File: config.mk
export PLATFORM = sky130hd
export DESIGN_NAME = blm_lane
export DESIGN_NICKNAME = d
export VERILOG_FILES = /design/src/hdl/blm_pkg.sv /design/src/hdl/blm_lane.sv
export SDC_FILE = /design/constraint.sdc
export NUM_CORES = 1
export LEC_CHECK = 0
export BUFFER_PORTS_ARGS = -buffer_cell sky130_fd_sc_hd__clkbuf_2
export CORE_ASPECT_RATIO = 0.9
export CORE_UTILIZATION = 40
export CTS_CLUSTER_SIZE = 28
export DETAILED_ROUTE_END_ITERATION = 16
export PLACE_DENSITY_LB_ADDON = 0.3
export SKIP_LAST_GASP = 1
export SYNTH_ARGS = -nofsm -noshare
export SYNTH_HDL_FRONTEND = slang
export SYNTH_SLANG_ARGS = --single-unit
File: constraint.sdc
create_clock -name clk -period 9.19 [get_ports clk]
set_input_delay 0.919 -clock clk [delete_from_list [all_inputs] [get_ports clk]]
set_output_delay 0.919 -clock clk [all_outputs]
set_load 0.01 [all_outputs]
File: src/hdl/blm_pkg.sv
// Shared types, constants and helpers for the Bayer quad luma modification block.
// Depends on nothing; every other file of the block imports it.
package blm_pkg;

	// Quad geometry and candidate count.
	localparam int PIX_N = 4;
	localparam int CAND_N = 8;

	// Register stages from the accepted beat to the registered luma.
	localparam int PIPE_DEPTH = 8;

	// Signed candidate quotient (luma minus 16) and its biased unsigned form.
	localparam int QW = 11;
	localparam int QUW = 10;
	localparam int QOFF = 512;

	// BT.601 coefficients in thousandths.
	localparam int MILLI_Y = 1164;
	localparam int MILLI_GB = 391;
	localparam int MILLI_GR = 813;
	localparam int MILLI_RR = 1596;
	localparam int MILLI_BB = 2018;

	localparam int CHROMA_MID = 128;
	localparam int LUMA_BIAS = 16;
	localparam int LUMA_MAX = 255;

	// Floor quotient of one pixel and whether the division came out even.
	typedef struct packed {
		logic signed [QW-1:0] q_floor;
		logic                 exact;
	} quot_t;

	// Coefficient scaled by 2^frac_bits, rounded to nearest.
	function automatic int fixed_coef(input int milli, input int frac_bits);
		return (milli * (1 << frac_bits) + 500) / 1000;
	endfunction

	// Adds the luma offset back and clamps to the 8-bit range.
	function automatic logic [7:0] clamp_luma(input logic signed [QW-1:0] q);
		logic signed [QW:0] y;
		y = QW'(q) + (QW + 1)'(LUMA_BIAS);
		if (y < 0) begin
			return 8'd0;
		end else if (y > (QW + 1)'(LUMA_MAX)) begin
			return 8'(LUMA_MAX);
		end else begin
			return y[7:0];
		end
	endfunction

endpackage

File: src/hdl/blm_lane.sv
// One candidate lane: ranking key of a candidate luma over the whole quad.
// The key is m*(2m - sum of numerators), with m the scaled candidate; it orders
// candidates exactly as the summed squared error does. Depends on blm_pkg.
module blm_lane import blm_pkg::*; #(
	parameter int COEF_FRAC_BITS = 10
) (
	input  logic                                clk,
	input  logic signed [QW-1:0]                q,
	input  logic signed [COEF_FRAC_BITS+11:0]   sumn,
	output logic signed [2*COEF_FRAC_BITS+23:0] key_s5,
	output logic signed [QW-1:0]                q_s5
);

	localparam int F = COEF_FRAC_BITS;
	localparam int MW = F + 11;
	localparam int TW = F + 13;
	localparam logic signed [MW-1:0] CY_M = MW'(fixed_coef(MILLI_Y, F));

	logic signed [MW-1:0] m_w;
	logic signed [TW-1:0] t_w;
	logic signed [MW-1:0] m_s4;
	logic signed [TW-1:0] t_s4;
	logic signed [QW-1:0] q_s4;

	// Scaled candidate and the linear factor of the key.
	assign m_w = CY_M * q;
	assign t_w = (TW'(m_w) <<< 1) - TW'(sumn);

	always_ff @(posedge clk) begin
		m_s4 <= m_w;
		t_s4 <= t_w;
		q_s4 <= q;
	end

	// Key product.
	always_ff @(posedge clk) begin
		key_s5 <= m_s4 * t_s4;
		q_s5 <= q_s4;
	end

endmodule

Yosys cells after proc, flatten, opt, wreduce, memory -nomap -nowiden --
Index checks and enable logic that the tools add are counted.
Cells by class: multiplexer cells 0, shifts and indexed selects 0, reduce and logical (&&, ||, !) cells 0, eq/ne operators 0, multipliers 2, bitwise logic cells 0, magnitude comparators 0, div/mod/pow operators 0, add/sub/neg operators 1
Operator list (count):
- 18-bit by 23-bit multiplier with 41-bit output | 1
- 22-bit by 22-bit subtractor with 23-bit output | 1
- 9-bit by 11-bit multiplier with 18-bit output, first input constant | 1
Word-level totals: bits in latches 0, output and inout port bits 55, memories 0, input bits 34, logic and storage cells 8, memory bits (read-only) 0, RAM bits 0, register bits 107

Logic depth before layout (Yosys ltp) --
depth in word-level cells 2, gate-level depth with buffers 24, depth with buffers taken out 23

Worst setup path before layout --
No wires, ideal clock.
kind register to register, start point reg t_s4[18], end point reg key_s5[38], setup time 0.062 ns, buffers on the path 2, clock period less this slack 5.953 ns, cell stages (with the launch flop) 24, slack 3.237 ns, required time 9.128 ns, data arrival time 5.891 ns, path through dfxtp_1 -> clkbuf_1 -> clkbuf_1 -> nand2_1 -> fa_1 -> inv_1 -> fa_1 -> inv_1 -> fa_1 -> inv_1 -> fa_1 -> fa_1 -> inv_1 -> fa_1 -> inv_1 -> ha_1 -> a21oi_1 -> nand2_1 -> a31o_1 -> a21o_1 -> a311oi_2 -> a21oi_2 -> or4_1 -> nand3_1
On the way: cells in the longest elaborated chain, start to end 1
Ends and longest elaborated chain:
- from (decl) | RTL line blm_lane.sv:22 | logic signed [TW-1:0] t_s4;
- from (signal assigned) | RTL line blm_lane.sv:31 | t_s4 <= t_w;
- 18-bit by 23-bit multiplier with 41-bit output | RTL line blm_lane.sv:37 | key_s5 <= m_s4 * t_s4;
- to (signal assigned) | RTL line blm_lane.sv:37
- to (decl) | RTL line blm_lane.sv:10 | output logic signed [2*COEF_FRAC_BITS+23:0] key_s5,
Every way passes these cells.

==> qor.tcl <==
set qor(synthesis.area_per_instance_um2) 9.22
set qor(layout_commonest_cell) {sky130_fd_sc_hd__inv_1}
set qor(violations) {design-rule violations}
set qor(worst-endpoint-arrival_ns) 7.89
set qor(timing.critical_path.cells) {nand2_1 > fa_1 > inv_1 > fa_1 > fa_1 > inv_1 > fa_1 > inv_1 > fa_1 > fa_1 > ha_1 > nand4_1 > nor2_1 > nand2_1 > a211oi_1 > o21ai_1 > a21oi_2 > or4_1 > nand3_1}
set qor(synth-async-reset-ratio) 0
set qor(row_count) 76
set qor(fp.dieW_um) 234
set qor(cts_hold_buf) 0
set qor(finalCriticalPeriod_ns) 7.61
set qor(portBuffers) 85
set qor(grt.total_usage) 0.200
set qor(skew_ns) 0.0110
set qor(synth.area.top_cells) {sky130_fd_sc_hd__fa_1 44%, sky130_fd_sc_hd__ha_1 11%, sky130_fd_sc_hd__dfxtp_1 11%}
set qor(max_freq_ghz) 0.131
set qor(h_tree_depth) 3
set qor(worst_r2r_path_depth) 19
set qor(vias_per_cell) 4.86
set qor(synth_enable_flop_cells) 0
set qor(r2r-start) {q_s4[0]$_DFF_P_}
set qor(clkTransAtPathRegs_ns) 0.08
set qor(floorplan.initialDensity) 0.405
set qor(synth-seq-cells) 102
set qor(pre_cts_ws_ns) 1.44
set qor(layout_common_cells) {535 x sky130_fd_sc_hd__inv_1, 424 x sky130_fd_sc_hd__fa_1, 286 x sky130_fd_sc_hd__nand2_1}
set qor(routabilityCongestion) 0.859
set qor(worst_path_largest_cell_delay_ns) 0.95
set qor(worst-path-stages) 19
set qor(core-area_mm2) 0.0478
set qor(layout.nets) 2752
set qor(drtPass1Iterations) 12
set qor(fin_worst_hold_slack_ns) 0.333
set qor(post_cts_resized) 0
set qor(most_numerous_cell_on_the_critical_path) {sky130_fd_sc_hd__fa_1}
set qor(finalMaxSlewViolations) 0
set qor(numCtsBuffers) 9
set qor(area_delta_synth_final_pct) 6.12
set qor(cpLargestDelayFamily) {adder cells}
set qor(holdCritPathClass) {reg -> reg}
set qor(synthesis.area_mm2) 0.0194
set qor(layout.filler_cells) 4736
set qor(layout.core_utilization) 0.430
set qor(globalRoute.totalOverflow) 0
set qor(layout_worst_path_cycle_share) 0.828
set qor(synth_ff_type) {sky130_fd_sc_hd__dfxtp_1}
set qor(synth_sequential_area_ratio) 0.105
set qor(detail-route-antenna-nets) 0
set qor(cts_setup_buffers) 0
set qor(rsz0062_at_grt) {false}
set qor(layout_cell_share_with_drive_strength_beyond_1) 0.0564
set qor(worst-r2r-setup-slack_ns) 1.58
set qor(final.setup.tns_ns) 0
set qor(clockBufferDepth) 2
set qor(die_area_mm2) 0.0494
set qor(yosys.area.top_type_share) 0.438
set qor(clockRootBuffer) {sky130_fd_sc_hd__clkbuf_16}
set qor(netlist-cell-type-count) 69
set qor(synth.largest_area_cell) {sky130_fd_sc_hd__fa_1}
set qor(run_status) {complete, but fails checks}
set qor(pin_count) 89
set qor(die_height_um) 211
set qor(crit_slowest_cell) {sky130_fd_sc_hd__dfxtp_1}
set qor(critical_path.startpoint_type) {register}
set qor(timing.slew.headroom) 0.217
set qor(detail_route.wirelength_mm) 44.7
set qor(worst-path-max-fanout) 24
set qor(setup_slack_ns) 1.58
set qor(num_vias) 13400
set qor(clock_latency_ns) 0.40
set qor(n_antenna_cell) 0
set qor(max_cap_viol_count) 0
set qor(netlist_instances) 2104
set qor(detail_route.drc_violations) 4
set qor(timing_worst_setup_path_type) {reg -> reg}
set qor(worstPathRequired_ns) 9.47
set qor(hold_viol) 0
set qor(setup.worst_path.end_class) {register}
set qor(routed_wire_length_per_instance_um) 16.2
set qor(setup.worst_path.start) {q_s4[0]$_DFF_P_}
set qor(tightestPinTransition_ns) 1.17
set qor(number_of_buffer_and_inverter_stages_on_the_critical_path) 3
set qor(worstSetupEndpoint) {key_s5[38]$_DFF_P_}
set qor(grt_first_pass_wirelength_mm) 76.3
set qor(ys_warn_count) 0
set qor(antenna_found_initial) 0
set qor(clock_tree_from_tritoncts) {yes}
set qor(sink_count_of_the_clock_tree) 102
set qor(first_global_vias) 14600
set qor(pin_count_of_the_biggest_net_entering_global_routing) 25
set qor(initialDrtViolationCount) 730
set qor(finalSetupViolations) 0
set qor(dp_hpwl_mm) 37.2
set qor(r2r_end) {key_s5[38]$_DFF_P_}
## kinds of logic (layout without fill, tap and decap cells)
logic type	count (synthesis)	after routing	share of synthesized area
mux	2	2	0.00103
xor+xnor	76	76	0.0343
fa+ha+maj	595	595	0.548
simple gates	543	543	0.132
compound gates	168	168	0.0579
other cells	1	3	0.000193
buf+inv	617	639	0.121
flops	102	102	0.105
## layout make-up
cell class | instances | area (um^2) | share of cell area
repair buffers | 86 | 433 | 0.0210
flip-flops and latches | 102 | 2040 | 0.0992
clock buffers | 10 | 229 | 0.0111
inverters | 537 | 2020 | 0.0980
well taps | 624 | 781 | 0.0379
multi-input cells | 1387 | 15000 | 0.730
clock inverters | 6 | 61.3 | 0.00298
## Yosys cell counts (6+ instances only)
cell / number
sky130_fd_sc_hd__nand3_1: 8
sky130_fd_sc_hd__clkbuf_1: 73
sky130_fd_sc_hd__ha_1: 171
sky130_fd_sc_hd__o21bai_1: 6
sky130_fd_sc_hd__a21o_1: 24
sky130_fd_sc_hd__nand2b_1: 12
sky130_fd_sc_hd__fa_1: 424
sky130_fd_sc_hd__o21ai_1: 15
sky130_fd_sc_hd__nor2_1: 50
sky130_fd_sc_hd__xor2_1: 17
sky130_fd_sc_hd__o21a_1: 8
sky130_fd_sc_hd__xnor2_1: 59
sky130_fd_sc_hd__dfxtp_1: 102
sky130_fd_sc_hd__and3_1: 8
sky130_fd_sc_hd__and2_1: 145
sky130_fd_sc_hd__a211oi_1: 7
sky130_fd_sc_hd__nand2_1: 286
sky130_fd_sc_hd__o21ai_0: 17
sky130_fd_sc_hd__nor3_1: 8
sky130_fd_sc_hd__a21oi_1: 52
sky130_fd_sc_hd__inv_1: 535
## flip-flops by register name, indices dropped and copies added, names as in the netlist
signal	cells
q_s4	11
key_s5	41
m_s4	16
t_s4	23
q_s5	11
## how the worst min path moves through the flow
stage,start,end,slack [ns],cells after the start
2_1_floorplan,q_s4[10]$_DFF_P_,q_s5[10]$_DFF_P_,0.31,0
3_3_place_gp,q_s4[6]$_DFF_P_,q_s5[6]$_DFF_P_,0.31,0
3_5_place_dp,q_s4[6]$_DFF_P_,q_s5[6]$_DFF_P_,0.31,0
4_1_cts,q_s4[6]$_DFF_P_,q_s5[6]$_DFF_P_,0.33,0
5_1_grt,q_s4[10]$_DFF_P_,q_s5[10]$_DFF_P_,0.34,0
6_report,q_s4[6]$_DFF_P_,q_s5[6]$_DFF_P_,0.33,0
## layer usage
layer	part of all wire	track usage	vias to the layer above
met4	0.028	0.0636	0
met1	0.44	0.268	6821
met5	0	0	-
li1	-	-	6201
met3	0.051	0.0320	55
met2	0.48	0.330	284
## stage by stage
| step | cell area, um^2 | std cells |
|---|---|---|
| final | 20600 | 2752 |
| after global placement | 20300 | 2736 |
| after floorplan | 19400 | 2106 |
| after CTS | 20600 | 2752 |
| after global routing | 20600 | 2752 |
| after detailed placement | 20300 | 2736 |
Power is left out: the tool's default activity adds up to more than one toggle a clock period on the data nets, which glitch-free logic cannot reach.
