--- config.mk ---
export PLATFORM = sky130hd
export DESIGN_NAME = blm_div
export DESIGN_NICKNAME = d
export VERILOG_FILES = /design/src/hdl/blm_pkg.sv /design/src/hdl/blm_div.sv
export SDC_FILE = /design/constraint.sdc
export NUM_CORES = 1
export LEC_CHECK = 0
export ABC_AREA = 1
export BUFFER_PORTS_ARGS = -buffer_cell sky130_fd_sc_hd__buf_2
export CAP_MARGIN = 10
export CORE_UTILIZATION = 65
export CTS_CLUSTER_SIZE = 25
export DETAILED_ROUTE_END_ITERATION = 10
export PLACE_DENSITY_LB_ADDON = 0.1
export REMOVE_ABC_BUFFERS = 1
export SLEW_MARGIN = 40
export SYNTH_ARGS = -nofsm -noshare
export SYNTH_HDL_FRONTEND = slang
export SYNTH_SLANG_ARGS = --single-unit
--- constraint.sdc ---
create_clock -name clk -period 9.8 [get_ports clk]
set_input_delay 0.98 -clock clk [delete_from_list [all_inputs] [get_ports clk]]
set_output_delay 0.98 -clock clk [all_outputs]
set_load 0.02 [all_outputs]
--- src/hdl/blm_pkg.sv ---
// Shared types, constants and helpers for the Bayer quad luma modification block.
// Depends on nothing; every other file of the block imports it.
package blm_pkg;

	// Quad geometry and candidate count.
	localparam int PIX_N = 4;
	localparam int CAND_N = 8;

	// Register stages from the accepted beat to the registered luma.
	localparam int PIPE_DEPTH = 8;

	// Signed candidate quotient (luma minus 16) and its biased unsigned form.
	localparam int QW = 11;
	localparam int QUW = 10;
	localparam int QOFF = 512;

	// BT.601 coefficients in thousandths.
	localparam int MILLI_Y = 1164;
	localparam int MILLI_GB = 391;
	localparam int MILLI_GR = 813;
	localparam int MILLI_RR = 1596;
	localparam int MILLI_BB = 2018;

	localparam int CHROMA_MID = 128;
	localparam int LUMA_BIAS = 16;
	localparam int LUMA_MAX = 255;

	// Floor quotient of one pixel and whether the division came out even.
	typedef struct packed {
		logic signed [QW-1:0] q_floor;
		logic                 exact;
	} quot_t;

	// Coefficient scaled by 2^frac_bits, rounded to nearest.
	function automatic int fixed_coef(input int milli, input int frac_bits);
		return (milli * (1 << frac_bits) + 500) / 1000;
	endfunction

	// Adds the luma offset back and clamps to the 8-bit range.
	function automatic logic [7:0] clamp_luma(input logic signed [QW-1:0] q);
		logic signed [QW:0] y;
		y = QW'(q) + (QW + 1)'(LUMA_BIAS);
		if (y < 0) begin
			return 8'd0;
		end else if (y > (QW + 1)'(LUMA_MAX)) begin
			return 8'(LUMA_MAX);
		end else begin
			return y[7:0];
		end
	endfunction

endpackage

--- src/hdl/blm_div.sv ---
// Divides one pixel's biased numerator by the luma coefficient, floor and exactness.
// Two stages: reciprocal multiply, then one multiply-back and correction.
// Depends on blm_pkg.
module blm_div import blm_pkg::*; #(
	parameter int COEF_FRAC_BITS = 10
) (
	input  logic                        clk,
	input  logic [COEF_FRAC_BITS+10:0]  np,
	output quot_t                       quot_s3
);

	localparam int F = COEF_FRAC_BITS;
	localparam int NPW = F + 11;
	localparam int CY = fixed_coef(MILLI_Y, F);
	localparam int K = F + 11;
	localparam int RW = 11;
	localparam int RCP = (1 << K) / CY;
	localparam logic [RW-1:0] RCP_V = RW'(RCP);
	localparam logic [NPW-1:0] CY_V = NPW'(CY);

	logic [NPW+RW-1:0] prod_w;
	logic [QUW-1:0]    q0_s2;
	logic [NPW-1:0]    np_s2;
	logic [NPW-1:0]    qc_w;
	logic [NPW-1:0]    rem_w;
	logic [NPW-1:0]    rem_fix_w;
	logic              hi_w;
	logic [QUW-1:0]    qf_w;

	// The reciprocal estimate is never above the true quotient and at most one below it.
	assign prod_w = np * RCP_V;

	always_ff @(posedge clk) begin
		q0_s2 <= prod_w[K +: QUW];
		np_s2 <= np;
	end

	// Remainder check lifts the estimate by one where needed.
	assign qc_w = q0_s2 * CY_V;
	assign rem_w = np_s2 - qc_w;
	assign hi_w = (rem_w >= CY_V);
	assign rem_fix_w = hi_w ? (rem_w - CY_V) : rem_w;
	assign qf_w = q0_s2 + QUW'(hi_w);

	always_ff @(posedge clk) begin
		quot_s3.q_floor <= $signed({1'b0, qf_w}) - QW'(QOFF);
		quot_s3.exact <= (rem_fix_w == '0);
	end

endmodule

; Yosys cells after proc, flatten, opt, wreduce, memory -nomap -nowiden
; Cells that the tools add are included.
[op_classes]
add_sub_neg = 4
n_mul = 2
n_lt_le_gt_ge = 1
mux = 1
reduce_logical = 1
[ops]
columns = cell, count
row1 = multiplier 21 x 11 -> 31 bit (second input constant), 1
row2 = >= comparator 21 x 11 -> 1 bit (second input constant), 1
row3 = logical NOT 21 bit, 1
row4 = two-way mux 21 bit, 1
row5 = subtractor 21 x 11 -> 21 bit (second input constant), 1
row6 = subtractor 21 bit, 1
row7 = multiplier 10 x 8 -> 18 bit (second input constant), 1
row8 = subtractor 10 x 10 -> 11 bit (second input constant), 1
row9 = adder 10 x 1 -> 10 bit, 1
[word_totals]
reg_bits = 43
in_bits = 22
out_inout_bits = 12
elab_cells = 13

; Longest topological paths before layout
; Gate-level depths: netlist of the first run.
[depth]
word_depth = 5
ltp_mapped = 34
mapped_depth_nobuf = 34

; Worst setup path before layout of the first run
; Ideal clock, no wire load.
[synth_path]
path_kind = reg2reg
startpoint = register q0_s2[6]
endpoint = register quot_s3[9] (netlist bit)
setup_time_ps = 119
arrival_time_ps = 5525
required_ps = 9681
path_slack_ps = 4157
stages_incl_launch_ff = 33
path_buffers = 0
synth_period_minus_slack_ps = 5643
cell_sequence = dfxtp_1 > ha_1 > ha_1 > fa_1 > inv_1 > fa_1 > inv_1 > ha_1 > nand2_1 > nor3_1 > a21oi_1 > o21ai_0 > nand2_1 > a21oi_1 > nor2_1 > xor2_1 > ha_1 > nand2_1 > nor3_1 > nand2_1 > nand2_1 > inv_1 > nand2_1 > nand2_1 > nor2_1 > nand3_2 > nand2_4 > ha_1 > ha_1 > nand3_1 > nor3b_1 > nand3_1 > xor2_1
[synth_between]
elab_chain_len = 5
[synth_lines]
columns = item, line_no
row1 = from (decl), blm_div.sv:22  ; logic [QUW-1:0] q0_s2;
row2 = from (signal assigned), blm_div.sv:34  ; q0_s2 <= prod_w[K +: QUW];
row3 = multiplier 10 x 8 -> 18 bit, blm_div.sv:39  ; assign qc_w = q0_s2 * CY_V;
row4 = subtractor 21 bit, blm_div.sv:40  ; assign rem_w = np_s2 - qc_w;
row5 = >= comparator 21 x 11 -> 1 bit, blm_div.sv:41  ; assign hi_w = (rem_w >= CY_V);
row6 = adder 10 x 1 -> 10 bit (*), blm_div.sv:43  ; assign qf_w = q0_s2 + QUW'(hi_w);
row7 = net qf_w[8], blm_div.sv:28  ; logic [QUW-1:0] qf_w;
row8 = subtractor 10 x 10 -> 11 bit (*), blm_div.sv:46  ; quot_s3.q_floor <= $signed({1'b0, qf_w}) - QW'(QOFF);
row9 = to (decl), blm_div.sv:9  ; output quot_t quot_s3
; Mark *: on every way through the listed nets, which the timed path passes. The rest lies on a longest branch.

; Worst setup path after layout of the first run
; Ends and elaborated chain as after synthesis.

==> results of run 1 <==
[cell usage after synthesis]
library cell	instances
xor2_1	33
a21o_1	3
a211oi_1	1
nor2_2	2
nand2_4	2
fa_1	138
nand3_2	3
o21a_1	1
and2_1	2
nand3b_1	6
nor4_1	5
buf_2	1
nor2_1	55
nand2_1	220
nor3_1	13
o41ai_1	1
ha_1	145
o21ai_0	23
o221ai_1	1
nor2_4	1
o311ai_0	1
a221o_1	1
a21oi_1	50
buf_4	1
nor3_2	1
a21oi_2	1
o21bai_1	1
a31oi_1	4
nand3_1	53
nand2_2	10
o211ai_1	3
nor3b_1	1
inv_1	293
o21ai_4	1
nand4_1	10
inv_2	5
xnor2_1	10
dfxtp_1	42
[worst min-delay path by stage]
stage                     cells after the start  slack (ns)  startpoint         end
after global routing                          2        0.62    q0_s2[3]  quot_s3[4]
after CTS                                     2        0.58    q0_s2[3]  quot_s3[4]
after detailed placement                      2        0.58    q0_s2[3]  quot_s3[4]
final                                         2        0.58    q0_s2[3]  quot_s3[4]
after global placement                        2        0.57    q0_s2[3]  quot_s3[4]
after floorplan                               1        0.50    q0_s2[2]  quot_s3[3]
[sequential cells by signal, indices dropped and copies added, names as in the netlist]
signal and cells:
np_s2 21, q0_s2 10, quot_s3 11
[worst max-delay path: cells and delay by family, from the launching register on]
kind,cells,cell delay [ns]
AOI/OAI and AO/OA,3,0.55
xor gates and xnor gates,2,0.30
adders and majority gates,8,2.74
buffers and inverters,3,0.15
DFF,1,0.48
and+or+nand+nor,16,1.94
[metrics by stage]
stage          setup WS [ns]  hold slack [ns]  cell area, sq um
2_1_floorplan          4.157           0.4978              9102
3_3_place_gp           3.749           0.5731              9488
3_5_place_dp           3.563           0.5801              9488
4_1_cts                3.547           0.5840              9639
5_1_grt                2.925           0.6211              9639
6_report               3.537           0.5846              9639
[routing by layer]
layer,vias up,part of all wire
li1,3599,-
met1,3441,0.46
met2,103,0.49
met3,23,0.030
met4,0,0.019
met5,-,0
[kinds of logic after synthesis]
family                     share of synthesized area
DFF                                          0.09224
xor gates and xnor gates                     0.04132
and+or+nand+nor                               0.1833
AOI/OAI and AO/OA                            0.05697
adders and majority gates                     0.5021
buffers and inverters                         0.1241
[layout make-up]
type / instances / area (sq um)
tap: 176 / 220.2
fill: 1098 / 3814
multi-input combinational: 802 / 7143
timing repair buffer: 33 / 165.2
clock buffer: 5 / 125.1
clock inverter: 3 / 26.28
inverter: 298 / 1119
sequential: 42 / 840.8
==> metrics.yaml, run 1 <==
root_buffer: "clkbuf_16"
synthesis.area_sq_mm: 0.009115
die_h_um: 120.4
finalCritPeriodShare: 0.6391
fin_crit_ns: 6.263
drtPass1Iterations: 4
clkSlewWorstSetupHoldPaths_ns: 0.07
drv_slew: 0
cp-startpoint: "q0_s2[6]"
cts_tree: "done"
drc: 0
max_slew_margin: 0.7427
grtUsageMet3: 0.02783
cts.sinks: 42
max_stage_delay_ns: 0.53
avgViaCountPerCell: 5.273
grtUsageTotal: 0.3020
rsz0062_at_grt: "false"
yosys_warnings: 0
slowest_stage: "fa_1"
tns_ns: 0
worstReg2RegStart: "q0_s2[6]"
busiest_layer: "met2"
synth_top_area_frac: 0.3031
vias: 7166
cp.arrival_ns: 6.45
synth.distinct_cells: 38
critPathLaunchType: "flop"
cts_hold_buf: 0
dieArea_sq_mm: 0.01450
reg2reg_depth: 32
worstPathRequired_ns: 9.98
layout.cells.non_filler: 1359
grt_use_met1: 0.4075
io_buffers: 33
place_inst: 1351
skew_ns: 0.006412
drive_gt1_frac: 0.05664
crit_top_cell: "nand2_1"
clk_latency_ns: 0.29
grt_max_degree: 17
diodes: 0
core.rowCount: 42
wirelength_mm: 19.70
r2r_slack_ns: 3.54
path_class: "reg2reg"
finalSetupViolCount: 0
cts_resized: 0
fmax_mhz: 159.7
syn_inst: 1144
synth_top_area_cell: "fa_1"
path_max_fanout: 10
crit_path_end: "quot_s3[9]"
wl_per_cell_um: 14.50
final_common_cell: "inv_1"
ys_ff_latch: 42
grt_remaining_overflow: 0
critPathCaptureType: "flop"
syn_avg_cell_area_sq_um: 7.968
utilization: 0.7165
core_area_sq_mm: 0.01345
cts_buffers: 5
reg2reg_to: "quot_s3[9]"
antenna_found_initial: 0
drv_cap: 0
worstMarginPinSlew_ns: 0.3860
drtIter0Drc: 372
use_met2: 0.5255
yosysSeqAreaShare: 0.09224
place.gp.congestion: 0.8990
initial_core_util: 0.6775
synth.area.top_cells: "fa_1 30%, ha_1 20%, inv_1 12%"
cts_max_level: 2
layout_common_cells: "293 x inv_1, 220 x nand2_1, 145 x ha_1"
area_growth_pct: 5.751
hpwlAfterDp_mm: 17.16
min_path_type: "reg2reg"
post_cts_buffers: 0
cts_buffer_depth: 2
hold_viol: 0
grt_pass1_wl_mm: 34.40
ios: 34
status: "finished clean"
grt_pass1_vias: 7433
nets: 1487
ant_nets: 0
die_w_um: 120.4
Power of run 1 is left out: the tool's default activity adds up to more than one toggle a clock period on the data nets, which glitch-free logic cannot reach.
==> run 2: changes to the inputs <==
==> constraint.sdc (replaced) <==
create_clock -name clk -period 6 [get_ports clk]
set_input_delay 0.6 -clock clk [delete_from_list [all_inputs] [get_ports clk]]
set_output_delay 0.6 -clock clk [all_outputs]
set_load 0.02 [all_outputs]
==> metrics.yaml, run 2 (same netlist as run 1, synthesis figures left out) <==
design_area_sq_mm: 0.01010
largest_register: "np_s2"
wirelength_mm: 21.38
place.gp.congestion: 0.9539
diodes: 0
path_class: "reg2reg"
finalSetupViolCount: 0
root_buffer: "clkbuf_16"
grt_remaining_overflow: 0
reg_top3: "np_s2: 21 flops, quot_s3: 11 flops, q0_s2: 10 flops"
cts_buffer_depth: 2
initial_core_util: 0.6775
hpwlAfterDp_mm: 17.81
vias: 7408
ios: 34
status: "finished clean"
finalCritPeriodShare: 0.9697
die_w_um: 120.4
fin_crit_ns: 5.818
io_buffers: 33
grt_pass1_wl_mm: 34.32
nets: 1503
grt_pass1_vias: 7546
tns_ns: 0
min_path_type: "in2reg"
drv_cap: 0
max_slew_margin: 0.6785
drtPass1Iterations: 5
layout.cells.non_filler: 1375
crit_top_cell: "nand2_1"
die_h_um: 120.4
core_area_sq_mm: 0.01345
layout_common_cells: "293 x inv_1, 217 x nand2_1, 138 x fa_1"
path_max_fanout: 7
avgViaCountPerCell: 5.388
critPathLaunchType: "flop"
wl_per_cell_um: 15.55
worstPathRequired_ns: 6.22
cts_buffers: 5
dieArea_sq_mm: 0.01450
clkSlewWorstSetupHoldPaths_ns: 0.07
cts_tree: "done"
clk_latency_ns: 0.29
drive_gt1_frac: 0.1076
fmax_mhz: 171.9
grt_max_degree: 15
largest_reg_flops: 21
hold_viol: 0
place_inst: 1359
antenna_found_initial: 0
max_stage_delay_ns: 0.54
cts_max_level: 2
skew_ns: 0.007673
cts.sinks: 42
core.rowCount: 42
drc: 0
area_growth_pct: 10.86
place_area_sq_mm: 0.009548
cp.arrival_ns: 6.04
drv_slew: 0
worstMarginPinSlew_ns: 0.4817
ant_nets: 0
grtUsageTotal: 0.3043
slowest_stage: "fa_1"
critPathCaptureType: "flop"
final_common_cell: "inv_1"
drtIter0Drc: 296
-- run 2: layout make-up --
type | count | area (sq um)
fill | 1063 | 3348
timing repair buffer | 49 | 285.3
sequential | 42 | 855.8
inverter | 298 | 1119
clock buffer | 5 | 125.1
clock inverter | 3 | 68.82
tap | 176 | 220.2
multi-input combinational | 802 | 7431
-- run 2: path summary, 6_finish.rpt --
| kind | start | endpoint | slack [ns] | cells past startpoint |
|---|---|---|---|---|
| setup / recovery | q0_s2[6] | quot_s3[10] | 0.18 | 32 |
| hold / removal | np[1] | np_s2[1] | 0.51 | 1 |
| setup reg to reg | q0_s2[6] | quot_s3[10] | 0.18 | 32 |
| hold reg to reg | q0_s2[2] | quot_s3[3] | 0.58 | 1 |
-- run 2: per-stage QoR --
step | worst slack (ns) | utilization | hold slack [ns]
2_1_floorplan | 0.3566 | - | 0.4978
3_3_place_gp | 0.1304 | 0.7097 | 0.5595
3_5_place_dp | -0.07688 | 0.7097 | 0.5615
4_1_cts | 0.04201 | 0.7249 | 0.5061
5_1_grt | -0.2331 | 0.7511 | 0.5174
6_report | 0.1817 | 0.7511 | 0.5099
-- run 2: worst max-delay path, delay by kind of cell (launching register included) --
| kind | cells | cell delay (ns) |
|---|---|---|
| xor+xnor | 2 | 0.32 |
| buf+inv | 3 | 0.20 |
| fa+ha+maj | 7 | 2.36 |
| simple gates | 18 | 2.20 |
| compound gates | 2 | 0.28 |
| flops | 1 | 0.37 |
-- run 2: layer usage --
metal,vias up,GRT usage,share of wire
li1,3650,-,-
met1,3539,0.3824,0.42
met2,166,0.5471,0.51
met3,53,0.03679,0.042
met4,0,0.09028,0.031
met5,-,0,0
-- run 2: timing repair --
| item | in CTS | in global routing |
|---|---|---|
| buffers inserted | 0 | 8 |
| hold buffers | 0 | 0 |
| setup endpoints to repair | 2 | 10 |
| gates resized for setup | 3 | 58 |
| pin swaps | 0 | 18 |
Power of run 2 is left out for the same reason.
