===== config.mk =====
export PLATFORM = sky130hd
export DESIGN_NAME = blm_merge
export DESIGN_NICKNAME = d
export VERILOG_FILES = /design/src/hdl/blm_pkg.sv /design/src/hdl/blm_merge.sv
export SDC_FILE = /design/constraint.sdc
export NUM_CORES = 1
export LEC_CHECK = 0
export ABC_AREA = 1
export CORE_UTILIZATION = 30
export DETAILED_ROUTE_END_ITERATION = 10
export DONT_BUFFER_PORTS = 1
export HOLD_SLACK_MARGIN = 0.15
export PLACE_DENSITY = 0.54
export SLEW_MARGIN = 15
export SYNTH_ARGS = -nofsm -noshare
export SYNTH_HDL_FRONTEND = slang
export SYNTH_SLANG_ARGS = --single-unit

===== constraint.sdc =====
create_clock -name clk -period 1.9 [get_ports clk]
set_clock_uncertainty 0.05 [all_clocks]
set_input_delay 0.095 -clock clk [delete_from_list [all_inputs] [get_ports clk]]
set_output_delay 0.095 -clock clk [all_outputs]
set_load 0.02 [all_outputs]

===== src/hdl/blm_pkg.sv =====
// Shared types, constants and helpers for the Bayer quad luma modification block.
// Depends on nothing; every other file of the block imports it.
package blm_pkg;

	// Quad geometry and candidate count.
	localparam int PIX_N = 4;
	localparam int CAND_N = 8;

	// Register stages from the accepted beat to the registered luma.
	localparam int PIPE_DEPTH = 8;

	// Signed candidate quotient (luma minus 16) and its biased unsigned form.
	localparam int QW = 11;
	localparam int QUW = 10;
	localparam int QOFF = 512;

	// BT.601 coefficients in thousandths.
	localparam int MILLI_Y = 1164;
	localparam int MILLI_GB = 391;
	localparam int MILLI_GR = 813;
	localparam int MILLI_RR = 1596;
	localparam int MILLI_BB = 2018;

	localparam int CHROMA_MID = 128;
	localparam int LUMA_BIAS = 16;
	localparam int LUMA_MAX = 255;

	// Floor quotient of one pixel and whether the division came out even.
	typedef struct packed {
		logic signed [QW-1:0] q_floor;
		logic                 exact;
	} quot_t;

	// Coefficient scaled by 2^frac_bits, rounded to nearest.
	function automatic int fixed_coef(input int milli, input int frac_bits);
		return (milli * (1 << frac_bits) + 500) / 1000;
	endfunction

	// Adds the luma offset back and clamps to the 8-bit range.
	function automatic logic [7:0] clamp_luma(input logic signed [QW-1:0] q);
		logic signed [QW:0] y;
		y = QW'(q) + (QW + 1)'(LUMA_BIAS);
		if (y < 0) begin
			return 8'd0;
		end else if (y > (QW + 1)'(LUMA_MAX)) begin
			return 8'(LUMA_MAX);
		end else begin
			return y[7:0];
		end
	endfunction

endpackage


===== src/hdl/blm_merge.sv =====
// Registered minimum tree over the candidate keys, the earlier candidate winning ties,
// followed by the offset and clamp of the winner. Depends on blm_pkg.
module blm_merge import blm_pkg::*; #(
	parameter int KEY_W = 44
) (
	input  logic                    clk,
	input  logic signed [KEY_W-1:0] key [CAND_N],
	input  logic signed [QW-1:0]    q [CAND_N],
	output logic [7:0]              luma_s8
);

	logic signed [KEY_W-1:0] key_s6 [CAND_N/2];
	logic signed [QW-1:0]    q_s6 [CAND_N/2];
	logic signed [KEY_W-1:0] key_s7 [CAND_N/4];
	logic signed [QW-1:0]    q_s7 [CAND_N/4];

	// First level: the odd member takes a pair only when strictly lower.
	always_ff @(posedge clk) begin
		for (int i = 0; i < CAND_N / 2; i++) begin
			if (key[2*i+1] < key[2*i]) begin
				key_s6[i] <= key[2*i+1];
				q_s6[i] <= q[2*i+1];
			end else begin
				key_s6[i] <= key[2*i];
				q_s6[i] <= q[2*i];
			end
		end
	end

	// Second level.
	always_ff @(posedge clk) begin
		for (int i = 0; i < CAND_N / 4; i++) begin
			if (key_s6[2*i+1] < key_s6[2*i]) begin
				key_s7[i] <= key_s6[2*i+1];
				q_s7[i] <= q_s6[2*i+1];
			end else begin
				key_s7[i] <= key_s6[2*i];
				q_s7[i] <= q_s6[2*i];
			end
		end
	end

	// Final pick and clamp to the luma range.
	always_ff @(posedge clk) begin
		if (key_s7[1] < key_s7[0]) begin
			luma_s8 <= clamp_luma(q_s7[1]);
		end else begin
			luma_s8 <= clamp_luma(q_s7[0]);
		end
	end

endmodule


Word level (Yosys, flattened, before mapping)
Memories as Yosys holds them, arrays and structs flattened.
Index checks and enable logic that the tools add are counted.

word-level totals
  bits of input ports = 441
  output and inout port bits = 8
  bits in registers = 8
  memories = 4
  word-level logic and storage cells = 65
  bits in writable memories = 330

cells by class
  $add $sub $neg = 2
  multiplexer cells = 35
  order comparisons = 11
  bitwise logic cells = 12

memories
  name    depth  bits a word  rd ports  clocked after memory_dff  write ports  RTL line         source
  key_s6  4      44           4         0                         4            blm_merge.sv:12  logic signed [KEY_W-1:0] key_s6 [CAND_N/2];
  key_s7  2      44           2         0                         2            blm_merge.sv:14  logic signed [KEY_W-1:0] key_s7 [CAND_N/4];
  q_s6    4      11           4         0                         4            blm_merge.sv:13  logic signed [QW-1:0] q_s6 [CAND_N/2];
  q_s7    2      11           2         0                         2            blm_merge.sv:15  logic signed [QW-1:0] q_s7 [CAND_N/4];

operators by type and width
  cell                                                                   count
  44-bit < comparator                                                    7
  44-bit two-way mux                                                     6
  11-bit two-way mux                                                     6
  8-bit two-way mux                                                      5
  11-bit by 6-bit adder with 12-bit output, second input constant        2
  12-bit by 9-bit > comparator with 1-bit output, second input constant  2
  12-bit by 1-bit < comparator with 1-bit output, second input constant  2
  1-bit two-way mux                                                      18
  1-bit OR                                                               12

Logic depth before layout (Yosys ltp)
Gate-level depths: netlist of the first run.

  depth after elaboration = 5
  depth in mapped cells = 16
  mapped depth without buffers = 15

Worst setup path before layout of the first run
No wires, ideal clock.

  kind = reg2reg
  start = memory key_s6[0][43]
  end = memory q_s7[0][0]
  data arrival time = 1.819 ns
  stages on the path, launching flop included = 15
  setup slack = -0.082 ns
  buffers on the path = 1
  data required time = 1.737 ns
  cells stage by stage = dfxtp_1 inv_1 ha_1 nand2_1 nor2_2 nand2_1 nor2_2 nand2_1 nor2_1 nand2_1 nand3_2 nand2_2 buf_6 nand3_1 nand2_1

RTL lines
  element      RTL line
  from (decl)  blm_merge.sv:12
  to (decl)    blm_merge.sv:15

==> results of run 1 <==
[logic make-up after synthesis]
group	synth area share [%]
AOI/OAI and AO/OA	3.785
xor gates and xnor gates	0.3285
adders and majority gates	17.90
buffers and inverters	12.15
DFF	31.73
and+or+nand+nor	34.11
[cells in the final DEF, fill, tap and decap left out, types with 3 or more instances in the layout]
master         instances
dfxtp_1              236
nor2_4                16
nand3_4               12
xnor2_1                4
nand2_4               19
nand4_2                7
clkbuf_8              11
buf_12                47
clkinv_2               3
o21ai_0               21
inv_2                 47
buf_8                 10
ha_4                  65
dlygate4sd3_1        465
bufinv_16              4
buf_4                158
clkbuf_1               7
nand2_8                8
nand3_1              563
dfxtp_2               98
a21o_1                20
dfxtp_4                4
nand2_1              736
clkbuf_16             62
nor2_2                18
nor2_1                72
nand4_4                5
buf_6                 35
xor2_1                 4
a21oi_1               91
inv_1                407
nand2_2               57
nand4_1               14
ha_1                 240
nand3_2              114
a21oi_2               12
clkinvlp_4             6
buf_16                 7
[synth_stat cells, types with 14 or more instances]
cell type	n
buf_6	25
nand4_1	14
nand2_1	808
a21o_1	20
buf_2	45
dfxtp_1	338
o21ai_0	24
buf_4	50
a21oi_1	104
ha_1	305
nand3_1	683
nor2_1	96
inv_1	455
[worst min-delay path: stages]
cell     delay, ns
ha_4          0.11
buf_4         0.12
nand2_2       0.07
buf_4         0.20
nand3_1       0.08
nand2_1       0.05
[final cells by class]
class	instances	area share, %
multi-input combinational	2109	42.25
clock buffer	61	3.750
clock inverter	14	0.5688
sequential	338	20.65
tap	940	3.518
timing repair buffer	744	24.14
inverter	455	5.119
[how the worst max path moves through the flow]
stage | start | endpoint | cells past startpoint
floorplan | key_s6[0][43]$_DFF_P_ | q_s7[0][0]$_DFF_P_ | 14
global route | key_s6[2][35]$_DFF_P_ | q_s7[1][9]$_DFF_P_ | 14
CTS | key_s6[2][36]$_DFF_P_ | key_s7[1][29]$_DFF_P_ | 12
global placement | key[83] | key_s6[3][11]$_DFF_P_ | 15
finish | key_s6[2][29]$_DFF_P_ | q_s7[1][6]$_DFF_P_ | 14
detailed placement | key[83] | key_s6[3][5]$_DFF_P_ | 15
[what timing repair did]
item	4_1_cts	5_1_grt
endpoints found under the hold margin	220	1
hold buffers	465	1
gates cloned	11	26
pin swaps	95	184
endpoints found under the setup margin	118	175
gates resized for setup	281	307
buffers inserted	29	26
[power by group through the flow]
| stage | combinational (uW) | clock [uW] | sequential [uW] |
|---|---|---|---|
| global placement | 11300 | 0 | 11000 |
| CTS | 14500 | 8480 | 11000 |
| detailed placement | 11500 | 0 | 11000 |
| global route | 19300 | 8780 | 11300 |
| floorplan | 7930 | 0 | 10100 |
| finish | 17400 | 8280 | 11000 |
[routing by layer]
layer | global-route usage (%) | part of all wire (%)
met5 | 0 | 0
met4 | 9.352 | 4.3
met3 | 4.100 | 6.4
met2 | 39.28 | 48
met1 | 26.29 | 41
[through the flow]
| step | cells | setup slack (ns) | instance area (sq um) | hold slack [ns] |
|---|---|---|---|---|
| detailed placement | 4032 | -0.3718 | 23550 | 0.1780 |
| global placement | 4032 | -0.3700 | 23550 | 0.1835 |
| finish | 4661 | -0.3122 | 33430 | 0.1570 |
| floorplan | 3022 | -0.002642 | 21350 | 0.1577 |
| CTS | 4611 | -0.2307 | 31350 | 0.1501 |
| global route | 4661 | -0.3888 | 33430 | 0.1651 |
[sequential cells by signal (all words and copies together) (netlist names)]
register and cells:
key_s6 176, key_s7 88, luma_s8 8, q_s6 44
q_s7 22
==> results.toml, run 1 <==
[power]
p_leak_uw = 0.01718
p_switching_uw = 14050
pwr-share-comb_pct = 47.4
switching_share_pct = 38.26
p_clk_share_pct = 22.5
ir_drop_uv = 708.3
pwr-share-seq_pct = 30.0
internal_power_uw = 22670
p_per_area_nw_per_um2 = 1099
total_power_uw = 36730

[final_layout]
drive_above_1_share_pct = 22.44
final_util_pct = 47.66
ff_latch_area_sq_um = 6904
nFillCells = 6652
antenna_cells = 0
area_growth_pct = 56.79
multi_input_area_sq_um = 14130
fin_nets = 4435

[yosys]
syn_nets = 3768
ys_seq_area_share_pct = 31.73
synthFlopType = "dfxtp_1"
yosysTopAreaCellShare_pct = 31.73
async_reset_ff_share_pct = 0
syn_area_sq_um = 21320
postSynthCellCount = 3022
synthTopCellsByArea = "dfxtp_1 (32%), ha_1 (18%), nand3_1 (16%), nand2_1 (14%), inv_1 (8.0%)"
synth-edff-count = 0
netlist-cell-type-count = 23
ys_warn_count = 0
synth_seq_cells = 338
synth_top_cell_by_area = "dfxtp_1"
syn_area_per_cell_sq_um = 7.056

[timing]
finalMaxSlewViolations = 0
rsz0062_at_grt = "true"
setup_viol = 114
setup_slack_ns = -0.3122
fin_crit_sh_pct = 116.4
worst_pin_slew_ns = 0.3554
hold_viol_final = 0
fin_tns_setup_ns = -27.80
fmax_mhz = 452.0
slew_headroom_pct = 76.06
timing.final.crit_period_ns = 2.212

[global_route]
grt_pass1_wl_um = 124200
grt_max_degree = 48
grt_usage_pct = 22.26
grt_overflow = 0
grt_pass1_vias = 23010
antenna_found_initial = 0

[die]
die_x_um = 268.6
die_y_um = 268.6
fp.dieArea_sq_um = 72150
start_util_pct = 30.40
ios = 449
core.rowCount = 97
coreArea_sq_um = 70150

[critical_path]
cp_slowest_cell = "dfxtp_2"
required_ns = 2.29
r2r_cells = 14
critPathKind = "reg2reg"
worst-endpoint-arrival_ns = 2.61
max_stage_delay_ns = 0.36
endpoint_kind = "flop"
rrSetupSlack_ns = -0.31
r2r-start = "key_s6[2][29]$_DFF_P_"
cp-start-kind = "flop"
worstPathMaxFanout = 7
critPathBufInv = 4
r2r_end = "q_s7[1][6]$_DFF_P_"
path_cells = "inv_2, ha_4, nand2_2, nor2_1, nand4_1, buf_6, nor2_4, nand2_4, nand3_4, nand2_8, buf_12, clkbuf_16, nand3_1, nand2_1"
path_delay_family = "simple AND/OR/NAND/NOR gates"

[cts]
cts_sinks = 338
clkLatencyLatePin_ns = 0.56
cts_inserted_buffers = 41
cts-root-buf = "clkbuf_16"
htree_levels = 2
cts_tree = "yes"
clk_pin_slew_ns = 0.06
ctsLongestPathBuffers = 3

[min_path]
hold_path_end = "key_s6[0][33]$_DFF_P_"
hold_path_startpoint = "key[307]"
hp-class = "in2reg"
hold_depth = 6

[routing]
routedWlPerCell_um = 19.17
drtAntennaViolNets = 0
drt_first_pass_iters = 6
drt_iter0_drc = 1558
drc = 0
drt_wl_total_um = 89370
vias = 23180
drt-vias-per-instance = 4.974

[flow_run]
maxCapViolCount = 0

[placement]
dp_hpwl_um = 56650
gp_congestion = 0.8819
place.port_buffers = 0

[outcome]
violations = "negative setup slack"
status = "complete, but fails checks"
Note: power is estimated with default switching activity, not from simulation.
==> run 2: changes to the inputs <==
--- a/config.mk
+++ b/config.mk
@@ -10,8 +10,8 @@
 export DETAILED_ROUTE_END_ITERATION = 10
 export DONT_BUFFER_PORTS = 1
 export HOLD_SLACK_MARGIN = 0.15
-export PLACE_DENSITY = 0.54
-export SLEW_MARGIN = 15
+export PLACE_DENSITY = 0.53
+export SLEW_MARGIN = 30
 export SYNTH_ARGS = -nofsm -noshare
 export SYNTH_HDL_FRONTEND = slang
 export SYNTH_SLANG_ARGS = --single-unit
==> constraint.sdc (replaced) <==
create_clock -name clk -period 2.15 [get_ports clk]
set_clock_uncertainty 0.05 [all_clocks]
set_input_delay 0.1075 -clock clk [delete_from_list [all_inputs] [get_ports clk]]
set_output_delay 0.1075 -clock clk [all_outputs]
set_load 0.02 [all_outputs]
==> run 2 against run 1 <==
  * The flow still finishes with violations (negative setup slack)
  * Count of clock-buffer cells in the layout fell by 4
  * Worst hold slack improved by 0.017 ns
  * Sequential share of layout area rose by 0.65 points
  * Register-to-register slack improved by 0.27 ns
  * Critical endpoint is now key_s7[1][15]$_DFF_P_
  * Largest power group unchanged
==> results.toml, run 2 (synthesis gave the netlist of run 1 again) <==
[outcome]
status = "complete, but fails checks"
violations = "negative setup slack"

[routing]
drt-vias-per-instance = 4.840
vias = 22230
drt_wl_total_um = 86890
drt_iter0_drc = 1512
drt_first_pass_iters = 5
drtAntennaViolNets = 0
routedWlPerCell_um = 18.92
drc = 0

[critical_path]
max_stage_delay_ns = 0.34
cp_slowest_cell = "dfxtp_2"
required_ns = 2.59
cp-start-kind = "flop"
r2r-start = "key_s6[2][8]$_DFF_P_"
r2r_cells = 13
worstPathMaxFanout = 9
crit_end = "key_s7[1][15]$_DFF_P_"
path_cells = "inv_1, ha_1, nand2_2, nor2_4, buf_4, a21oi_2, nand2_2, nand2_4, nand3_4, nand2_8, clkbuf_16, nand3_1, nand2_1"
rrSetupSlack_ns = -0.04
critPathKind = "reg2reg"
r2r_end = "key_s7[1][15]$_DFF_P_"
setup.worst_path.start = "key_s6[2][8]$_DFF_P_"
endpoint_kind = "flop"
cp_common_cell = "nand2_2"
worst-endpoint-arrival_ns = 2.64

[final_layout]
layout_commonest_cell = "nand2_1"
largest_reg_flops = 176
drive_above_1_share_pct = 16.44
reg_top3 = "key_s6 x176, key_s7 x88, q_s6 x44"
regMostFlops = "key_s6"
ff_latch_area_sq_um = 6859
most-common-layout-cells = "nand2_1 (724), nand3_1 (613), dlygate4sd3_1 (507), inv_1 (430), dfxtp_1 (276)"
multi_input_area_sq_um = 13600
area_growth_pct = 51.04
nFillCells = 6937
fin_nets = 4367

[flow_run]
maxCapViolCount = 0

[timing]
rsz0062_at_grt = "true"
fmax_mhz = 455.7
hold_slack_ns = 0.1743
finalMaxSlewViolations = 0
setup_viol = 25
fin_crit_sh_pct = 102.1
worst_pin_slew_ns = 0.4785
setup_slack_ns = -0.04424
timing.final.crit_period_ns = 2.194
fin_tns_setup_ns = -0.3558
slew_headroom_pct = 68.06
hold_viol_final = 0

[power]
p_clk_share_pct = 22.9
switching_share_pct = 38.01
ir_drop_uv = 570.7
p_switching_uw = 11640
pwr-share-seq_pct = 30.8
p_leak_uw = 0.01665
pwr-share-comb_pct = 46.2
p_per_area_nw_per_um2 = 950.6
internal_power_uw = 18980

[global_route]
grt_pass1_wl_um = 113800
grt_pass1_vias = 21300
grt_max_degree = 55
grt_usage_pct = 20.37
antenna_found_initial = 1
grt_overflow = 0

[placement]
gp_congestion = 0.8148
dp_hpwl_um = 54010
place.port_buffers = 0

[cts]
cts_sinks = 338
ctsLongestPathBuffers = 3
cts_inserted_buffers = 40
clk_pin_slew_ns = 0.06
cts_tree = "yes"
cts-root-buf = "clkbuf_16"
clkLatencyLatePin_ns = 0.56
htree_levels = 2

[die]
ios = 449
die_x_um = 268.6
core.rowCount = 97
coreArea_sq_um = 70150
start_util_pct = 30.40
die_y_um = 268.6
fp.dieArea_sq_um = 72150

[min_path]
hp-class = "in2reg"
-- run 2: changes by cell type in the layout (fill, tap and decap cells not counted), sizes merged, moves of 2 or more --
cell and change:
buf -120, bufbuf -2, clkbuf +9, clkinv +4, clkinvlp -3, diode +3
dlygate4sd3 +42
-- run 2: cell type report --
cell class | instances | area share (%)
Inverter | 455 | 5.311
Tap cell | 940 | 3.652
Sequential cell | 338 | 21.30
Multi-Input combinational cell | 2110 | 42.22
Clock buffer | 57 | 3.714
Timing Repair Buffer | 676 | 23.30
Clock inverter | 13 | 0.4817
Antenna cell | 3 | 0.02331
-- run 2: how the worst min path moves through the flow --
stage          startpoint               endpoint  slack, ns  depth (start not counted)
5_1_grt          key[218]  key_s6[1][42]$_DFF_P_       0.17                          3
3_3_place_gp     key[134]   key_s6[2][2]$_DFF_P_       0.19                          2
3_5_place_dp        q[34]     q_s6[2][1]$_DFF_P_       0.20                          2
6_report             q[3]     q_s6[3][3]$_DFF_P_       0.17                          3
4_1_cts          key[267]   key_s6[0][3]$_DFF_P_       0.15                          3
2_1_floorplan    key[307]  key_s6[0][43]$_DFF_P_       0.17                          2
-- run 2: power groups by stage --
| stage | sequential (uW) | combinational (uW) | clock [uW] |
|---|---|---|---|
| floorplan | 8880 | 6990 | 0 |
| global placement | 9450 | 9610 | 0 |
| detailed placement | 9440 | 9720 | 0 |
| CTS | 9350 | 11600 | 7210 |
| global route | 9600 | 15800 | 7490 |
| finish | 9440 | 14200 | 7030 |
-- run 2: worst max-delay path: cells and delay by family (launching register included) --
kind                     cells  cell delay, ns
adder cells (fa/ha/maj)      1            0.28
AND/OR/NAND/NOR              8            0.92
flip-flops                   1            0.34
AO/OA/AOI/OAI                1            0.14
buffers and inverters        3            0.37
-- run 2: per-stage QoR --
| stage | cells | total power (uW) | area [sq um] | setup slack, ns | util (%) |
|---|---|---|---|---|---|
| floorplan | 3022 | 15870 | 21320 | 0.1682 | - |
| global placement | 3943 | 19050 | 22770 | -0.2020 | 32.46 |
| detailed placement | 3943 | 19150 | 22770 | -0.2071 | 32.46 |
| CTS | 4524 | 28120 | 29560 | -0.06780 | 42.14 |
| global route | 4589 | 32870 | 32200 | -0.1791 | 45.90 |
| finish | 4592 | 30620 | 32210 | -0.04424 | 45.91 |
-- run 2: timing repair --
item | in CTS | in global routing
resized for setup | 74 | 350
endpoints found under the hold margin | 220 | 3
hold buffers | 507 | 3
setup buffers | 1 | 21
endpoints found under the setup margin | 117 | 309
pin swaps | 5 | 79
cloned | 3 | 44
-- run 2: routing by layer --
metal | share of wire [%] | vias up | track usage [%]
li1 | - | 10980 | -
met1 | 43 | 10320 | 24.13
met2 | 48 | 762 | 36.97
met3 | 6.9 | 166 | 3.845
met4 | 2.5 | 0 | 5.866
met5 | 0 | - | 0
==> run 3: changes to the inputs <==
--- a/config.mk
+++ b/config.mk
@@ -7,6 +7,7 @@
 export LEC_CHECK = 0
 export ABC_AREA = 1
 export CORE_UTILIZATION = 30
+export CTS_BUF_LIST = sky130_fd_sc_hd__clkbuf_4
 export DETAILED_ROUTE_END_ITERATION = 10
 export DONT_BUFFER_PORTS = 1
 export HOLD_SLACK_MARGIN = 0.15
==> run 3 against run 2 <==
  * The flow finishes with violations (negative hold slack, negative setup slack)
  * Power up 5.1%
  * Core utilization up 9.4 points
  * Worst hold slack worse by 0.79 ns
  * Combinational power up 16%
  * Global-route usage up 3.5 points
  * Maximum frequency down 15%
  * Cell count up 13%
  * Final area up 21%
  * Non-clock buffer count up 493
  * Register-to-register slack worse by 0.14 ns
  * Clock power down 12%
  * Critical path type is now in2reg
  * Largest power group unchanged
==> results.toml, run 3 (synthesis gave the netlist of run 1 again) <==
[timing]
fmax_mhz = 388.4
hold_viol_final = 9
rsz0062_at_grt = "true"
setup_viol = 187
finalMaxSlewViolations = 0
fin_crit_sh_pct = 119.7
worst_pin_slew_ns = 0.4610
timing.final.crit_period_ns = 2.575
setup_slack_ns = -0.4246
slew_headroom_pct = 69.19
hold_slack_ns = -0.6181

[power]
p_clk_share_pct = 19.3
p_leak_uw = 0.01993
pwr-share-comb_pct = 51.2
p_per_area_nw_per_um2 = 829.0
pwr-share-seq_pct = 29.5
switching_share_pct = 40.66
p_switching_uw = 13090
ir_drop_uv = 637.9
total_power_uw = 32190
internal_power_uw = 19100

[final_layout]
regMostFlops = "key_s6"
fin_nets = 4914
largest_reg_flops = 176
layout_commonest_cell = "dlygate4sd3_1"
final_util_pct = 55.35
most-common-layout-cells = "dlygate4sd3_1 (790), nand2_1 (684), nand3_1 (572), inv_1 (405), dfxtp_1 (262)"
fin_area_sq_um = 38830
area_growth_pct = 82.10
drive_above_1_share_pct = 22.63
reg_top3 = "key_s6 x176, key_s7 x88, q_s6 x44"

[cts]
clk_pin_slew_ns = 0.08
ctsLongestPathBuffers = 3
clkLatencyLatePin_ns = 0.84
cts_tree = "yes"
cts_inserted_buffers = 95
htree_levels = 3
cts_sinks = 338
cts-root-buf = "clkbuf_4"

[critical_path]
cp-start-kind = "input port"
setup.worst_path.start = "key[263]"
worst-endpoint-arrival_ns = 3.28
crit_end = "key_s6[1][35]$_DFF_P_"
critPathKind = "in2reg"
crit_cells = 14
path_delay_family = "buffers and inverters"
r2r_end = "key_s7[1][24]$_DFF_P_"
rrSetupSlack_ns = -0.18
endpoint_kind = "flop"
r2r_cells = 13
path_cells = "inv_1, dlygate4sd3_1, ha_4, a21o_1, nor2_1, nand2_1, a21oi_2, buf_6, nand3_4, nand2_8, buf_6, nand3_1, dlygate4sd3_1, nand2_1"
r2r-start = "key_s6[2][31]$_DFF_P_"
max_stage_delay_ns = 0.62
required_ns = 2.86
cp_slowest_cell = "dlygate4sd3_1"
critPathBufInv = 5
worstPathMaxFanout = 13

[flow_run]
maxCapViolCount = 0

[placement]
placed_cell_area_sq_um = 22770
gp_congestion = 0.8148
place.port_buffers = 0
dp_hpwl_um = 54010

[die]
core.rowCount = 97
ios = 449
coreArea_sq_um = 70150
fp.dieArea_sq_um = 72150
start_util_pct = 30.40
die_x_um = 268.6
die_y_um = 268.6

[routing]
drt_first_pass_iters = 10
drt-vias-per-instance = 5.243
routedWlPerCell_um = 22.38
vias = 27230
drc = 0
drtAntennaViolNets = 0
drt_wl_total_um = 116200
drt_iter0_drc = 2586

[global_route]
grt_usage_pct = 23.91
grt_overflow = 0
grt_max_degree = 55
grt_pass1_wl_um = 132500
grt_pass1_vias = 24890
antenna_found_initial = 15

[outcome]
status = "complete, but fails checks"
violations = "negative hold slack, negative setup slack"

[min_path]
hp-class = "in2reg"
==> run 3: repair_timing <==
item / in CTS / in global routing
endpoints found under the hold margin: 220 / 122
resized for setup: 145 / 665
pin swaps: 27 / 208
hold buffers: 813 / 158
setup buffers: 10 / 87
gates cloned: 6 / 65
setup endpoints to repair: 116 / 243
==> run 3: layer usage <==
metal / GRT usage [%] / wire [um] / vias to the layer above
li1: - / - / 12190
met4: 10.87 / 7196 / 8
met3: 5.836 / 9984 / 706
met1: 26.66 / 45740 / 12620
met2: 42.66 / 53200 / 1715
met5: 0 / 132 / -
==> run 3: metrics by stage <==
step | setup WS (ns) | TNS (ns) | std cells
after floorplan | 0.1682 | 0 | 3022
after detailed placement | -0.2071 | -10.90 | 3943
final | -0.4246 | -20.87 | 5194
after CTS | -0.02574 | -0.3706 | 4938
after global routing | -0.3697 | -28.53 | 5184
after global placement | -0.2020 | -11.38 | 3943
==> run 3: worst min path at each step <==
stage / from / cells after the start / slack (ns) / end
after detailed placement: q[34] / 2 / 0.20 / q_s6[2][1]$_DFF_P_
after floorplan: key[307] / 2 / 0.17 / key_s6[0][43]$_DFF_P_
after CTS: key[298] / 2 / -0.72 / key_s6[0][34]$_DFF_P_
final: key[306] / 2 / -0.62 / key_s6[0][42]$_DFF_P_
after global placement: key[134] / 2 / 0.19 / key_s6[2][2]$_DFF_P_
after global routing: key[347] / 2 / -0.70 / key_s6[0][39]$_DFF_P_
==> run 3: cell type report <==
| cell class | count | area, sq um |
|---|---|---|
| Timing Repair Buffer | 1169 | 13030 |
| Inverter | 455 | 1718 |
| Clock buffer | 135 | 1013 |
| Fill cell | 5892 | 31320 |
| Sequential cell | 338 | 6892 |
| Antenna cell | 17 | 42.54 |
| Clock inverter | 31 | 202.7 |
| Tap cell | 940 | 1176 |
| Multi-Input combinational cell | 2109 | 14760 |
==> run 3: worst register-to-register path, cell delays in order (launching register included) <==
cell       delay, ns
dfxtp_2         0.36
inv_2           0.06
ha_4            0.22
a21oi_1         0.17
nand2_1         0.10
nand2_1         0.09
nand2_2         0.07
a21oi_4         0.22
buf_6           0.13
nand4_4         0.16
buf_12          0.21
clkbuf_16       0.18
nand3_2         0.08
nand2_2         0.07
==> run 3: power groups by stage <==
stage / Combinational, uW / Sequential [uW] / Clock, uW
finish: 16500 / 9510 / 6200
global route: 18000 / 9650 / 6740
CTS: 12200 / 9370 / 6340
detailed placement: 9720 / 9440 / 0
global placement: 9610 / 9450 / 0
floorplan: 6990 / 8880 / 0
